`config.mk`:
```
export PLATFORM = sky130hd
export DESIGN_NAME = multilevel_priority_scheduler
export DESIGN_NICKNAME = d
export VERILOG_FILES = /design/src/sv/msched_pkg.sv /design/src/sv/msched_ctrl.sv /design/src/sv/msched_dp.sv /design/src/sv/multilevel_priority_scheduler.sv
export VERILOG_INCLUDE_DIRS = /design/src /design/src/sv
export SDC_FILE = /design/constraint.sdc
export NUM_CORES = 1
export LEC_CHECK = 0
export BUFFER_PORTS_ARGS = -buffer_cell sky130_fd_sc_hd__buf_2
export CAP_MARGIN = 20
export CORE_MARGIN = 3
export CORE_UTILIZATION = 35
export DETAILED_ROUTE_END_ITERATION = 6
export GPL_ROUTABILITY_DRIVEN = 0
export GPL_TIMING_DRIVEN = 0
export SLEW_MARGIN = 40
export SYNTH_ARGS = -nofsm -noshare
export SYNTH_HDL_FRONTEND = slang
export SYNTH_SLANG_ARGS = --single-unit
export TNS_END_PERCENT = 10
```
`constraint.sdc`:
```
create_clock -name clk -period 15.2 [get_ports clk]
set_clock_uncertainty 0.2 [all_clocks]
set_input_delay 1.52 -clock clk [delete_from_list [all_inputs] [get_ports clk]]
set_output_delay 1.52 -clock clk [all_outputs]
set_load 0.02 [all_outputs]
```
`src/sv/multilevel_priority_scheduler_assert.svh`:
```
// Assertion macros for the multilevel priority scheduler.
`ifndef MULTILEVEL_PRIORITY_SCHEDULER_ASSERT_SVH
`define MULTILEVEL_PRIORITY_SCHEDULER_ASSERT_SVH
`ifndef SYNTH
`define MSCHED_ASSERT_IMP(lbl, ante, cons) \
    lbl: assert property (@(posedge clk) disable iff (!rst_n) (ante) |-> (cons)) \
        else $error("scheduler assertion failed");
`define MSCHED_ASSERT_NXT(lbl, ante, cons) \
    lbl: assert property (@(posedge clk) disable iff (!rst_n) (ante) |=> (cons)) \
        else $error("scheduler assertion failed");
`else
`define MSCHED_ASSERT_IMP(lbl, ante, cons)
`define MSCHED_ASSERT_NXT(lbl, ante, cons)
`endif
`endif

```
`src/sv/msched_pkg.sv`:
```
// Shared types and constants of the multilevel priority scheduler.
`default_nettype none
package msched_pkg;

    localparam int DEF_MAX_JOBS    = 16;
    localparam int DEF_PRIO_LEVELS = 8;
    localparam int TICK_W          = 23;
    localparam int IN_DATA_W       = 56;
    localparam int OUT_DATA_W      = 88;

    typedef enum logic [2:0] {
        S_LOAD,
        S_START,
        S_SCAN,
        S_DECIDE,
        S_OVF,
        S_CLEAR
    } state_t;

    // Commands from the controller to the datapath.
    typedef struct packed {
        logic load;
        logic scan_init;
        logic scan_step;
        logic serve;
        logic jump;
        logic emit_ovf;
        logic clear;
    } cmd_t;

    // Status from the datapath to the controller.
    typedef struct packed {
        logic scan_last;
        logic found;
        logic overflow;
        logic out_free;
        logic final_serve;
    } stat_t;

endpackage
`default_nettype wire

```
`src/sv/msched_ctrl.sv`:
```
// Controller state machine of the multilevel priority scheduler.
`default_nettype none
module msched_ctrl (
    input  wire logic            clk,
    input  wire logic            rst_n,
    input  wire logic            s_tvalid,
    input  wire logic            s_tlast,
    output logic                 s_tready,
    input  msched_pkg::stat_t    stat,
    output msched_pkg::cmd_t     cmd
);
    import msched_pkg::*;

    state_t state_reg;
    state_t state_next;

    // State register.
    always_ff @(posedge clk or negedge rst_n)
    begin
        if (!rst_n)
        begin
            state_reg <= S_LOAD;
        end
        else
        begin
            state_reg <= state_next;
        end
    end

    // Next state and commands.
    always_comb
    begin
        state_next = state_reg;
        cmd        = '0;
        s_tready   = 1'b0;
        case (state_reg)
            S_LOAD:
            begin
                s_tready = 1'b1;
                if (s_tvalid)
                begin
                    cmd.load = 1'b1;
                    if (s_tlast)
                    begin
                        state_next = S_START;
                    end
                end
            end
            S_START:
            begin
                if (stat.overflow)
                begin
                    state_next = S_OVF;
                end
                else
                begin
                    cmd.scan_init = 1'b1;
                    state_next    = S_SCAN;
                end
            end
            S_SCAN:
            begin
                cmd.scan_step = 1'b1;
                if (stat.scan_last)
                begin
                    state_next = S_DECIDE;
                end
            end
            S_DECIDE:
            begin
                if (stat.found)
                begin
                    if (stat.out_free)
                    begin
                        cmd.serve     = 1'b1;
                        cmd.scan_init = 1'b1;
                        state_next    = stat.final_serve ? S_CLEAR : S_SCAN;
                    end
                end
                else
                begin
                    cmd.jump      = 1'b1;
                    cmd.scan_init = 1'b1;
                    state_next    = S_SCAN;
                end
            end
            S_OVF:
            begin
                if (stat.out_free)
                begin
                    cmd.emit_ovf = 1'b1;
                    state_next   = S_CLEAR;
                end
            end
            S_CLEAR:
            begin
                cmd.clear  = 1'b1;
                state_next = S_LOAD;
            end
            default:
            begin
                state_next = S_LOAD;
            end
        endcase
    end

endmodule
`default_nettype wire

```
`src/sv/msched_dp.sv`:
```
// Datapath of the multilevel priority scheduler: job table, scan and result register.
`default_nettype none
module msched_dp #(
    parameter int MAX_JOBS    = msched_pkg::DEF_MAX_JOBS,
    parameter int PRIO_LEVELS = msched_pkg::DEF_PRIO_LEVELS
) (
    input  wire logic                               clk,
    input  wire logic                               rst_n,
    input  wire logic [msched_pkg::IN_DATA_W-1:0]   s_tdata,
    input  msched_pkg::cmd_t                        cmd,
    output msched_pkg::stat_t                       stat,
    output logic                                    m_tvalid,
    input  wire logic                               m_tready,
    output logic [msched_pkg::OUT_DATA_W-1:0]       m_tdata,
    output logic                                    m_tuser,
    output logic                                    m_tlast
);
    import msched_pkg::*;

    localparam int IW = (MAX_JOBS > 1) ? $clog2(MAX_JOBS) : 1;
    localparam int NW = $clog2(MAX_JOBS + 1);
    localparam int LW = $clog2(PRIO_LEVELS);
    localparam int SW = $clog2(2 * MAX_JOBS + 1);
    localparam logic [LW-1:0] LVL_MAX = LW'(PRIO_LEVELS - 1);

    // Job table, written at the load count and read at the scan index.
    logic [15:0]   tab_id  [MAX_JOBS];
    logic [15:0]   tab_arr [MAX_JOBS];
    logic [15:0]   tab_len [MAX_JOBS];
    logic [LW-1:0] tab_lvl [MAX_JOBS];
    logic [SW-1:0] stamp   [MAX_JOBS];

    logic [NW-1:0]       loaded_reg;
    logic                ovf_reg;
    logic [MAX_JOBS-1:0] enq_reg;
    logic [MAX_JOBS-1:0] done_reg;
    logic [NW-1:0]       done_cnt_reg;
    logic [SW-1:0]       dec_reg;
    logic [TICK_W-1:0]   clock_reg;
    logic [IW-1:0]       idx_reg;
    logic                found_reg;
    logic [IW-1:0]       best_idx_reg;
    logic [LW+SW-1:0]    best_key_reg;
    logic [15:0]         best_id_reg;
    logic [15:0]         best_arr_reg;
    logic [15:0]         best_len_reg;
    logic                have_reg;
    logic [15:0]         min_arr_reg;

    logic                out_valid_reg;
    logic [OUT_DATA_W-1:0] out_data_reg;
    logic                out_user_reg;
    logic                out_last_reg;

    // Input fields and level clamp.
    logic [15:0]   in_id;
    logic [15:0]   in_arr;
    logic [15:0]   in_len;
    logic [4:0]    in_prio;
    logic [LW-1:0] in_lvl;
    logic          table_full;

    assign in_id      = s_tdata[15:0];
    assign in_arr     = s_tdata[31:16];
    assign in_len     = s_tdata[47:32];
    assign in_prio    = {2'b00, s_tdata[50:48]};
    assign in_lvl     = (in_prio >= 5'(PRIO_LEVELS)) ? LVL_MAX : LW'(in_prio);
    assign table_full = (loaded_reg == NW'(MAX_JOBS));

    // Evaluation of the job under the scan index.
    logic              cur_enq;
    logic              newly;
    logic              enq_now;
    logic [SW-1:0]     cur_stamp;
    logic [LW+SW-1:0]  cur_key;
    logic              better;
    logic              pbetter;
    logic [15:0]       cur_arr;

    assign cur_arr   = tab_arr[idx_reg];
    assign cur_enq   = enq_reg[idx_reg];
    assign newly     = !cur_enq && (TICK_W'(cur_arr) <= clock_reg);
    assign enq_now   = cur_enq || newly;
    assign cur_stamp = newly ? dec_reg : stamp[idx_reg];
    assign cur_key   = {tab_lvl[idx_reg], cur_stamp};
    assign better    = enq_now && !done_reg[idx_reg] && (!found_reg || cur_key < best_key_reg);
    assign pbetter   = !enq_now && (!have_reg || cur_arr < min_arr_reg);

    // Result arithmetic of the chosen job.
    logic [TICK_W-1:0] fin;
    logic [TICK_W-1:0] wait_t;
    logic [TICK_W-1:0] turn_t;

    assign fin    = clock_reg + TICK_W'(best_len_reg);
    assign wait_t = clock_reg - TICK_W'(best_arr_reg);
    assign turn_t = fin - TICK_W'(best_arr_reg);

    // Table and stamp writes.
    always_ff @(posedge clk)
    begin
        if (cmd.load && !table_full)
        begin
            tab_id[loaded_reg[IW-1:0]]  <= in_id;
            tab_arr[loaded_reg[IW-1:0]] <= in_arr;
            tab_len[loaded_reg[IW-1:0]] <= in_len;
            tab_lvl[loaded_reg[IW-1:0]] <= in_lvl;
        end
        if (cmd.scan_step && newly)
        begin
            stamp[idx_reg] <= dec_reg;
        end
    end

    // Scan best-candidate payload.
    always_ff @(posedge clk)
    begin
        if (cmd.scan_step && better)
        begin
            best_idx_reg <= idx_reg;
            best_key_reg <= cur_key;
            best_id_reg  <= tab_id[idx_reg];
            best_arr_reg <= cur_arr;
            best_len_reg <= tab_len[idx_reg];
        end
        if (cmd.scan_step && pbetter)
        begin
            min_arr_reg <= cur_arr;
        end
    end

    // Set state and scan control.
    always_ff @(posedge clk or negedge rst_n)
    begin
        if (!rst_n)
        begin
            loaded_reg   <= '0;
            ovf_reg      <= 1'b0;
            enq_reg      <= '0;
            done_reg     <= '0;
            done_cnt_reg <= '0;
            dec_reg      <= '0;
            clock_reg    <= '0;
            idx_reg      <= '0;
            found_reg    <= 1'b0;
            have_reg     <= 1'b0;
        end
        else if (cmd.clear)
        begin
            loaded_reg   <= '0;
            ovf_reg      <= 1'b0;
            enq_reg      <= '0;
            done_reg     <= '0;
            done_cnt_reg <= '0;
            dec_reg      <= '0;
            clock_reg    <= '0;
            idx_reg      <= '0;
            found_reg    <= 1'b0;
            have_reg     <= 1'b0;
        end
        else
        begin
            if (cmd.load)
            begin
                if (table_full)
                begin
                    ovf_reg <= 1'b1;
                end
                else
                begin
                    loaded_reg <= loaded_reg + NW'(1);
                end
            end
            if (cmd.scan_step)
            begin
                idx_reg <= idx_reg + IW'(1);
                if (newly)
                begin
                    enq_reg[idx_reg] <= 1'b1;
                end
                if (better)
                begin
                    found_reg <= 1'b1;
                end
                if (pbetter)
                begin
                    have_reg <= 1'b1;
                end
            end
            if (cmd.serve)
            begin
                clock_reg              <= fin;
                done_reg[best_idx_reg] <= 1'b1;
                done_cnt_reg           <= done_cnt_reg + NW'(1);
                dec_reg                <= dec_reg + SW'(1);
            end
            if (cmd.jump)
            begin
                clock_reg <= TICK_W'(min_arr_reg);
                dec_reg   <= dec_reg + SW'(1);
            end
            if (cmd.scan_init)
            begin
                idx_reg   <= '0;
                found_reg <= 1'b0;
                have_reg  <= 1'b0;
            end
        end
    end

    // Output beat register.
    always_ff @(posedge clk or negedge rst_n)
    begin
        if (!rst_n)
        begin
            out_valid_reg <= 1'b0;
        end
        else if (cmd.serve || cmd.emit_ovf)
        begin
            out_valid_reg <= 1'b1;
        end
        else if (m_tready)
        begin
            out_valid_reg <= 1'b0;
        end
    end

    always_ff @(posedge clk)
    begin
        if (cmd.serve)
        begin
            out_data_reg <= {3'b000, turn_t, wait_t, fin, best_id_reg};
            out_user_reg <= 1'b0;
            out_last_reg <= (done_cnt_reg + NW'(1) == loaded_reg);
        end
        else if (cmd.emit_ovf)
        begin
            out_data_reg <= '0;
            out_user_reg <= 1'b1;
            out_last_reg <= 1'b1;
        end
    end

    assign m_tvalid = out_valid_reg;
    assign m_tdata  = out_data_reg;
    assign m_tuser  = out_user_reg;
    assign m_tlast  = out_last_reg;

    // Status to the controller.
    assign stat.scan_last   = (NW'(idx_reg) + NW'(1) == loaded_reg);
    assign stat.found       = found_reg;
    assign stat.overflow    = ovf_reg;
    assign stat.out_free    = !out_valid_reg || m_tready;
    assign stat.final_serve = (done_cnt_reg + NW'(1) == loaded_reg);

endmodule
`default_nettype wire

```
`src/sv/multilevel_priority_scheduler.sv`:
```
// Top level of the multilevel priority scheduler.
// Jobs are loaded one beat per cycle; the beat with tlast starts the schedule. Each
// scheduling decision is one pass of the job-table scan over the n loaded jobs, and a
// set needs at most 2n decisions (one service per job plus idle time jumps). A serving
// decision stalls while a finished result still waits for the receiver.
// Results leave in service order, one beat per job, with tlast on the final one; an
// overloaded table gives a single beat with tuser set. No new job is accepted until the
// final result of the set has been placed in the output register.
`default_nettype none
`include "multilevel_priority_scheduler_assert.svh"
module multilevel_priority_scheduler #(
    parameter int MAX_JOBS    = msched_pkg::DEF_MAX_JOBS,
    parameter int PRIO_LEVELS = msched_pkg::DEF_PRIO_LEVELS
) (
    input  wire logic                             clk,
    input  wire logic                             rst_n,
    input  wire logic                             s_tvalid,
    output logic                                  s_tready,
    // job_id[15:0], arrival_tick[31:16], run_length[47:32], prio_level[50:48]
    input  wire logic [msched_pkg::IN_DATA_W-1:0] s_tdata,
    input  wire logic                             s_tlast,
    output logic                                  m_tvalid,
    input  wire logic                             m_tready,
    // served_id[15:0], finish_tick[38:16], wait_ticks[61:39], turnaround_ticks[84:62]
    output logic [msched_pkg::OUT_DATA_W-1:0]     m_tdata,
    // overflow[0]
    output logic                                  m_tuser,
    output logic                                  m_tlast
);
    import msched_pkg::*;

    cmd_t  cmd;
    stat_t stat;

    // Controller.
    msched_ctrl u_ctrl (
        .clk      (clk),
        .rst_n    (rst_n),
        .s_tvalid (s_tvalid),
        .s_tlast  (s_tlast),
        .s_tready (s_tready),
        .stat     (stat),
        .cmd      (cmd)
    );

    // Datapath.
    msched_dp #(
        .MAX_JOBS    (MAX_JOBS),
        .PRIO_LEVELS (PRIO_LEVELS)
    ) u_dp (
        .clk      (clk),
        .rst_n    (rst_n),
        .s_tdata  (s_tdata),
        .cmd      (cmd),
        .stat     (stat),
        .m_tvalid (m_tvalid),
        .m_tready (m_tready),
        .m_tdata  (m_tdata),
        .m_tuser  (m_tuser),
        .m_tlast  (m_tlast)
    );

    // Checks on the controller and datapath interplay.
    `MSCHED_ASSERT_IMP(a_one_cmd, 1'b1, $onehot0({cmd.load, cmd.serve, cmd.jump, cmd.emit_ovf, cmd.clear}))
    `MSCHED_ASSERT_IMP(a_serve_room, cmd.serve || cmd.emit_ovf, stat.out_free)
    `MSCHED_ASSERT_NXT(a_out_hold, m_tvalid && !m_tready, m_tvalid && $stable(m_tdata))

endmodule
`default_nettype wire
```
## Yosys cells after proc, flatten, opt, wreduce, memory -nomap -nowiden

Memory sizes are Yosys's and may differ from the RTL's. A register that Yosys moved wholly into a read port is not among the register bits.
Cells that the tools add are included.

| storage, ports and cells | value |
|---|---|
| bits in registers | 214 |
| RAM bits | 912 |
| input bits | 61 |
| output and inout bits | 92 |
| word-level logic and storage cells | 168 |
| memories kept | 5 |

Memories:

| memory | words | width | rd ports | clocked after Yosys merged registers in | write ports | line | text |
|---|---|---|---|---|---|---|---|
| u_dp.tab_arr | 16 | 16 | 1 | 0 | 1 | msched_dp.sv:28 | `logic [15:0] tab_arr [MAX_JOBS];` |
| u_dp.tab_id | 16 | 16 | 1 | 1 | 1 | msched_dp.sv:27 | `logic [15:0] tab_id [MAX_JOBS];` |
| u_dp.tab_len | 16 | 16 | 1 | 1 | 1 | msched_dp.sv:29 | `logic [15:0] tab_len [MAX_JOBS];` |
| u_dp.stamp | 16 | 6 | 1 | 0 | 1 | msched_dp.sv:31 | `logic [SW-1:0] stamp [MAX_JOBS];` |
| u_dp.tab_lvl | 16 | 3 | 1 | 0 | 1 | msched_dp.sv:30 | `logic [LW-1:0] tab_lvl [MAX_JOBS];` |

| operators by class | value |
|---|---|
| add/subtract/negate cells | 8 |
| order comparisons | 8 |
| eq/ne operators | 14 |
| mux-type cells | 72 |
| bitwise gates (word level) | 2 |
| reduce and logical (&&, ||, !) cells | 40 |

Operator list:

| operator | number |
|---|---|
| $mux 85 | 2 |
| $mux 16 | 5 |
| $mux 23 | 3 |
| $sub 23x16->23 | 2 |
| $mux 1 | 34 |
| $or 16x16->16 | 2 |
| $mux 3 | 9 |
| $mux 5 | 5 |
| $mux 6 | 4 |
| $add 23x16->23 | 1 |
| $le 16x23->1 | 1 |
| $lt 16x16->1 | 1 |
| $pmux 3 s5 | 1 |
| $reduce_bool 2->1 | 7 |
| $mux 4 | 3 |
| $reduce_bool 3->1 | 4 |
| $add 5x1->5 const B | 2 |
| $eq 5x5->1 | 2 |
| $logic_and 1x1->1 | 10 |
| $lt 4x5->1 const B | 2 |
| $ne 2x2->1 const B | 5 |
| $reduce_and 2->1 | 5 |
| $lt 9x9->1 | 1 |
| $bmux 1 s4 | 2 |
| other kinds (17) | 31 |

## Longest topological paths before layout

| depth | value |
|---|---|
| depth after elaboration | 12 |
| gate-level depth with buffers | 25 |
| gate-level depth less buffers | 21 |

## Modules after synthesis

From an unflattened synthesis, not the netlist that was laid out.

| second synthesis, totals | value |
|---|---|
| cells, all modules | 2518 |
| area total of the unflattened synthesis | 47747.0 um2 |

Modules (own cells, without submodules):

| module | instances | cells each | area an instance (um2) | seq. area each (um2) |
|---|---|---|---|---|
| msched_dp | 1 | 2484 | 47431.7 | 34277.9 |
| msched_ctrl | 1 | 34 | 315.3 | 75.1 |

## Least setup slack after synthesis

No wires, ideal clock.

| timing path | value |
|---|---|
| path type | register to register |
| from | register u_dp.idx_reg[0] |
| to | register u_dp.best_arr_reg[0] (enable) |
| library setup time | 0.579 ns |
| arrival | 10.277 ns |
| required time | 14.421 ns |
| path slack | 4.144 ns |
| cell stages (with the launch flop) | 26 |
| buffers on the path | 5 |
| period minus slack after synthesis | 11.056 ns |
| cells stage by stage | dfrtp_1 buf_2 buf_4 buf_2 buf_2 buf_2 mux4_2 mux4_2 ha_1 nor2b_1 o21a_1 o21ai_0 a21oi_1 o31a_1 o21a_1 nor2_1 mux2_2 ha_1 a21o_1 a21oi_1 nor2b_1 o21ai_0 nand2b_1 a21oi_1 o21ai_0 a221oi_1 |

| between the ends | value |
|---|---|
| elaborated cells between the ends (all ways) | 18 |
| classes of those cells | 2 x order compare; 5 x mux; 8 x reduce/logical; 3 x memory |

RTL lines:

| what | line | text |
|---|---|---|
| start: declaration | msched_dp.sv:40 | `logic [IW-1:0] idx_reg;` |
| start signal: assignment | msched_dp.sv:175 | `idx_reg <= idx_reg + IW'(1);` |
| $mem_v2 16x16 | -- |  |
| via u_dp.cur_arr[1] | msched_dp.sv:78 | `logic [15:0] cur_arr;` |
| $le 16x23->1 | msched_dp.sv:82 | `assign newly = !cur_enq && (TICK_W'(cur_arr) <= clock_reg);` |
| $logic_and 1x1->1 | msched_dp.sv:82 |  |
| $mux 6 | msched_dp.sv:84 | `assign cur_stamp = newly ? dec_reg : stamp[idx_reg];` |
| via u_dp.cur_key[2] | msched_dp.sv:75 | `logic [LW+SW-1:0] cur_key;` |
| $lt 9x9->1 | msched_dp.sv:86 | `assign better = enq_now && !done_reg[idx_reg] && (!found_reg \|\| cur_key < best_key_reg);` |
| $logic_or 1x1->1 | msched_dp.sv:86 |  |
| $logic_and 1x1->1 | msched_dp.sv:86 |  |
| $logic_and 1x1->1 | msched_dp.sv:117 | `if (cmd.scan_step && better)` |
| end signal: assignment | msched_dp.sv:122 | `best_arr_reg <= cur_arr;` |
| end: declaration | msched_dp.sv:45 | `logic [15:0] best_arr_reg;` |

The timed path passes the listed nets, and every way through them passes these cells. The select of a mux whose other input is x is not followed.
A chain may end at the register's enable or synchronous reset.

## Final worst setup path

| timing path | value |
|---|---|
| from | register u_dp.idx_reg[1] |
| to | register u_dp.best_id_reg[2], read port of u_dp.tab_id (enable) |

| between the ends | value |
|---|---|
| elaborated cells between the ends (all ways) | 18 |
| classes of those cells | 2 x order compare; 5 x mux; 8 x reduce/logical; 3 x memory |

RTL lines:

| what | line | text |
|---|---|---|
| $mem_v2 16x16 | -- |  |
| via u_dp.cur_arr[1] | msched_dp.sv:78 |  |
| $le 16x23->1 | msched_dp.sv:82 |  |
| $logic_and 1x1->1 | msched_dp.sv:82 |  |
| $mux 6 | msched_dp.sv:84 |  |
| via u_dp.cur_key[2] | msched_dp.sv:75 |  |
| $lt 9x9->1 | msched_dp.sv:86 |  |
| $logic_or 1x1->1 | msched_dp.sv:86 |  |
| $logic_and 1x1->1 | msched_dp.sv:86 |  |
| $logic_and 1x1->1 | msched_dp.sv:117 |  |
| end: declaration | msched_dp.sv:44 | `logic [15:0] best_id_reg;` |

The timed path passes the listed nets, and every way through them passes these cells. The select of a mux whose other input is x is not followed.

==> run metrics <==
pwr dens=200 nW/µm²; Post CTS Setup Buffer Count=0; initial core utilization=35.4%; Least-Margin Pin Slew=0.886 ns; worst reg2reg path startpoint=u_dp.idx_reg[1]$_DFFE_PN0P_; total congestion overflow=0; Flop pwr share=37.8%; post-synth top area share=68.3%; sequential-to-total area share from yosys stat=72.6%; P&R area growth vs syn=18.1%; Int Power=0.00723 W; clock tree root buffer cell=clkbuf_16; Total GRT Usage=17.1%; largest family of logic cells by synthesized area=multiplexers; Port Buffers=144; Synth Area in Compound Gates=3.46%; first-pass GRT wire length=175000 µm; Max Root-Sink Buffers=3; largest net degree at the start of global routing=44; Simple-Gate Fraction of Synth Area=4.09%; mean post-synth cell area=19.3 µm²; synthesized area=47300 µm²; Most used DFF post-synth=edfxtp_1; hold-fix buffer count after cts=0; row cnt=134; Distinct cells, synth=69; vias in the first global route=24900; Sw Pwr=0.00394 W; Setup crit end=u_dp.best_id_reg[2]$_DFFE_PP_; worst endpoint required time=15.42 ns; Hold Fails Final Rpt=0; layout cell share with drive strength beyond 1=27.9%; CP Launch Type=flip-flop; Filler cells=11800; Max Slew Vio Count=0; HP Start=u_dp.enq_reg[11]$_DFFE_PN0P_; top cells by area, synth=edfxtp_1, mux4_2, dfrtp_1, ha_1, nor2_1; VDD IR max=0.165 mV; XOR/XNOR Fraction of Synth Area=1.26%; final setup violation count=0; Syn. warnings=0; combinational power share=38.0%; FF-to-FF path depth=27; Final ANT Viol Nets=0; post-CTS resize count=0; Max-slew headroom=40.9%; flop2flop setup slack=6.07 ns; clk sinks=1158; min Tclk post-route=9.13 ns; drt drc=0; endpoint class of the critical path=flip-flop; die height=374 µm; run status=finished, final reports clean; Post-synth EDFFs=1075; CP Class=flip-flop to flip-flop; Tcrit/Tclk final=60.0%; Final Core Density=41.8%; Final #Nets=2998; RSZ-0062 raised after global routing=false; # H-tree levels=3; reg2reg end=u_dp.best_id_reg[2]$_DFFE_PP_; antenna violations before repair=23; WL/cell=25.4 µm; slowest CP cell=clkbuf_1; Yosys reg bits=1158; DRT Pass-1 Iters=5; max incr delay on CP=0.73 ns; Synth Instances=2457; Pleak=18.9 nW; core footprint=134000 µm²; Worst-Skew Late Latency=0.73 ns; CP Launch Point=u_dp.idx_reg[1]$_DFFE_PN0P_; Clock power frac=24.2%; HPWL reported at the end of detailed placement=84500 µm; area leader, netlist=edfxtp_1; routed via count=24600; mux share of post-synthesis cell area=14.3%; setup_tns=0 ns; Top Ports=153; Chip Width=374 µm; DR vias/cell=5.22; Max Fclk=0.110 GHz; top cells by count, synth=edfxtp_1, mux4_2, nor2_1, ha_1, nand2_1; max-cap violation count=0; switch share=35.2%; CTS buffer count=114; TritonCTS clock tree=built; CP max FO=10; Worst-path clk slew=0.06 ns; Adder-Cell Fraction of Synth Area=2.69%; number of DRC markers in iteration 0=2518; Worst Path Arrival=9.35 ns; HP Class=flip-flop to flip-flop; count leader, synth=edfxtp_1; sum of routed wire length over all layers=120000 µm; share of flip-flops with an asynchronous set or reset=7.08%; DIE AREA=140000 µm²
## cell families (layout without fill, tap and decap cells)
kind of cell,Yosys count,in the layout
AO/OA/AOI/OAI,246,246
buffers and inverters,188,662
adder cells (fa/ha/maj),100,100
AND/OR/NAND/NOR,392,392
XOR/XNOR,68,68
flip-flops,1158,1158
multiplexers,304,304
other,1,14
## routing by layer
metal,track usage [%],up-vias,wire length [µm]
met3,3.91,201,8580
met5,0,-,71
li1,-,10700,-
met1,23.9,12900,51500
met4,4.61,10,3060
met2,27.0,834,56700
## worst min-delay path by stage
stage          depth (start not counted)                            to
3_3_place_gp                           2  u_dp.enq_reg[11]$_DFFE_PN0P_
4_1_cts                                2  u_dp.enq_reg[11]$_DFFE_PN0P_
2_1_floorplan                          2  u_dp.done_reg[3]$_DFFE_PN0P_
5_1_grt                                1   u_dp.enq_reg[6]$_DFFE_PN0P_
6_report                               2  u_dp.enq_reg[11]$_DFFE_PN0P_
3_5_place_dp                           2  u_dp.enq_reg[11]$_DFFE_PN0P_
## power by group through the flow
stage	Clock [W]	Combinational [W]	Sequential, W
6_report	0.00271	0.00424	0.00422
5_1_grt	0.00289	0.00464	0.00426
4_1_cts	0.00276	0.00428	0.00422
3_5_place_dp	0	0.00426	0.00429
3_3_place_gp	0	0.00409	0.00438
2_1_floorplan	0	0.00284	0.00430
## worst max-delay path, delay by kind of cell, from the launching register on
kind                       cells  cell delay, ns
AOI/OAI and AO/OA             11            2.31
adders and majority gates      2            0.64
buffers and inverters          7            2.90
DFF                            1            0.56
muxes                          3            1.41
and+or+nand+nor                4            0.79
## area by class of cell
class                   count  area [µm²]  share of cell area, %
clock inverters            75         649                   1.16
multi-input cells        1113       12300                   22.1
inverters                  83         312                  0.558
diodes                     11        27.5                 0.0493
well taps                1768        2210                   3.96
clock buffers             137        2940                   5.26
plain buffers             105         482                  0.862
flip-flops and latches   1158       34400                   61.5
repair buffers            262        2550                   4.56
## metrics by stage
stage | cells | cell area (µm²) | setup WS, ns | total power, W | hold WS (ns)
after global placement | 4371 | 50200 | -2.57 | 0.00847 | 0.262
final | 4712 | 55900 | 6.07 | 0.0112 | 0.282
after global routing | 4703 | 55800 | 5.54 | 0.0118 | 0.301
after floorplan | 2459 | 47300 | 4.14 | 0.00714 | 0.243
after detailed placement | 4489 | 52200 | 6.04 | 0.00855 | 0.271
after CTS | 4701 | 55800 | 5.99 | 0.0113 | 0.285
## layout by cell type (no fill, tap or decap), types with 10 or more instances in the layout
| cell type | netlist | layout |
|---|---|---|
| nand4_1 | 11 | 11 |
| o21ai_0 | 52 | 52 |
| buf_4 | 4 | 43 |
| nor2_1 | 114 | 101 |
| nor2_4 | 0 | 13 |
| clkbuf_2 | 0 | 23 |
| and2_1 | 40 | 40 |
| o21ai_1 | 10 | 10 |
| mux4_2 | 295 | 295 |
| nand2_1 | 83 | 83 |
| nor3_1 | 32 | 28 |
| buf_2 | 30 | 191 |
| a21oi_1 | 58 | 57 |
| nand3_1 | 31 | 31 |
| nand2b_1 | 19 | 19 |
| clkinv_1 | 0 | 31 |
| dfrtp_1 | 82 | 82 |
| a21o_1 | 27 | 27 |
| a221o_1 | 12 | 12 |
| clkinv_2 | 0 | 17 |
| edfxtp_1 | 1075 | 1075 |
| clkbuf_16 | 0 | 114 |
| xnor2_1 | 37 | 37 |
| clkbuf_1 | 60 | 60 |
| xor2_1 | 31 | 31 |
| ha_1 | 97 | 97 |
| nor2b_1 | 25 | 25 |
| buf_16 | 0 | 39 |
| diode_2 | 0 | 11 |
| inv_1 | 82 | 82 |
| buf_8 | 0 | 21 |
| o21a_1 | 20 | 20 |
Note: power is estimated with default switching activity, not from simulation.
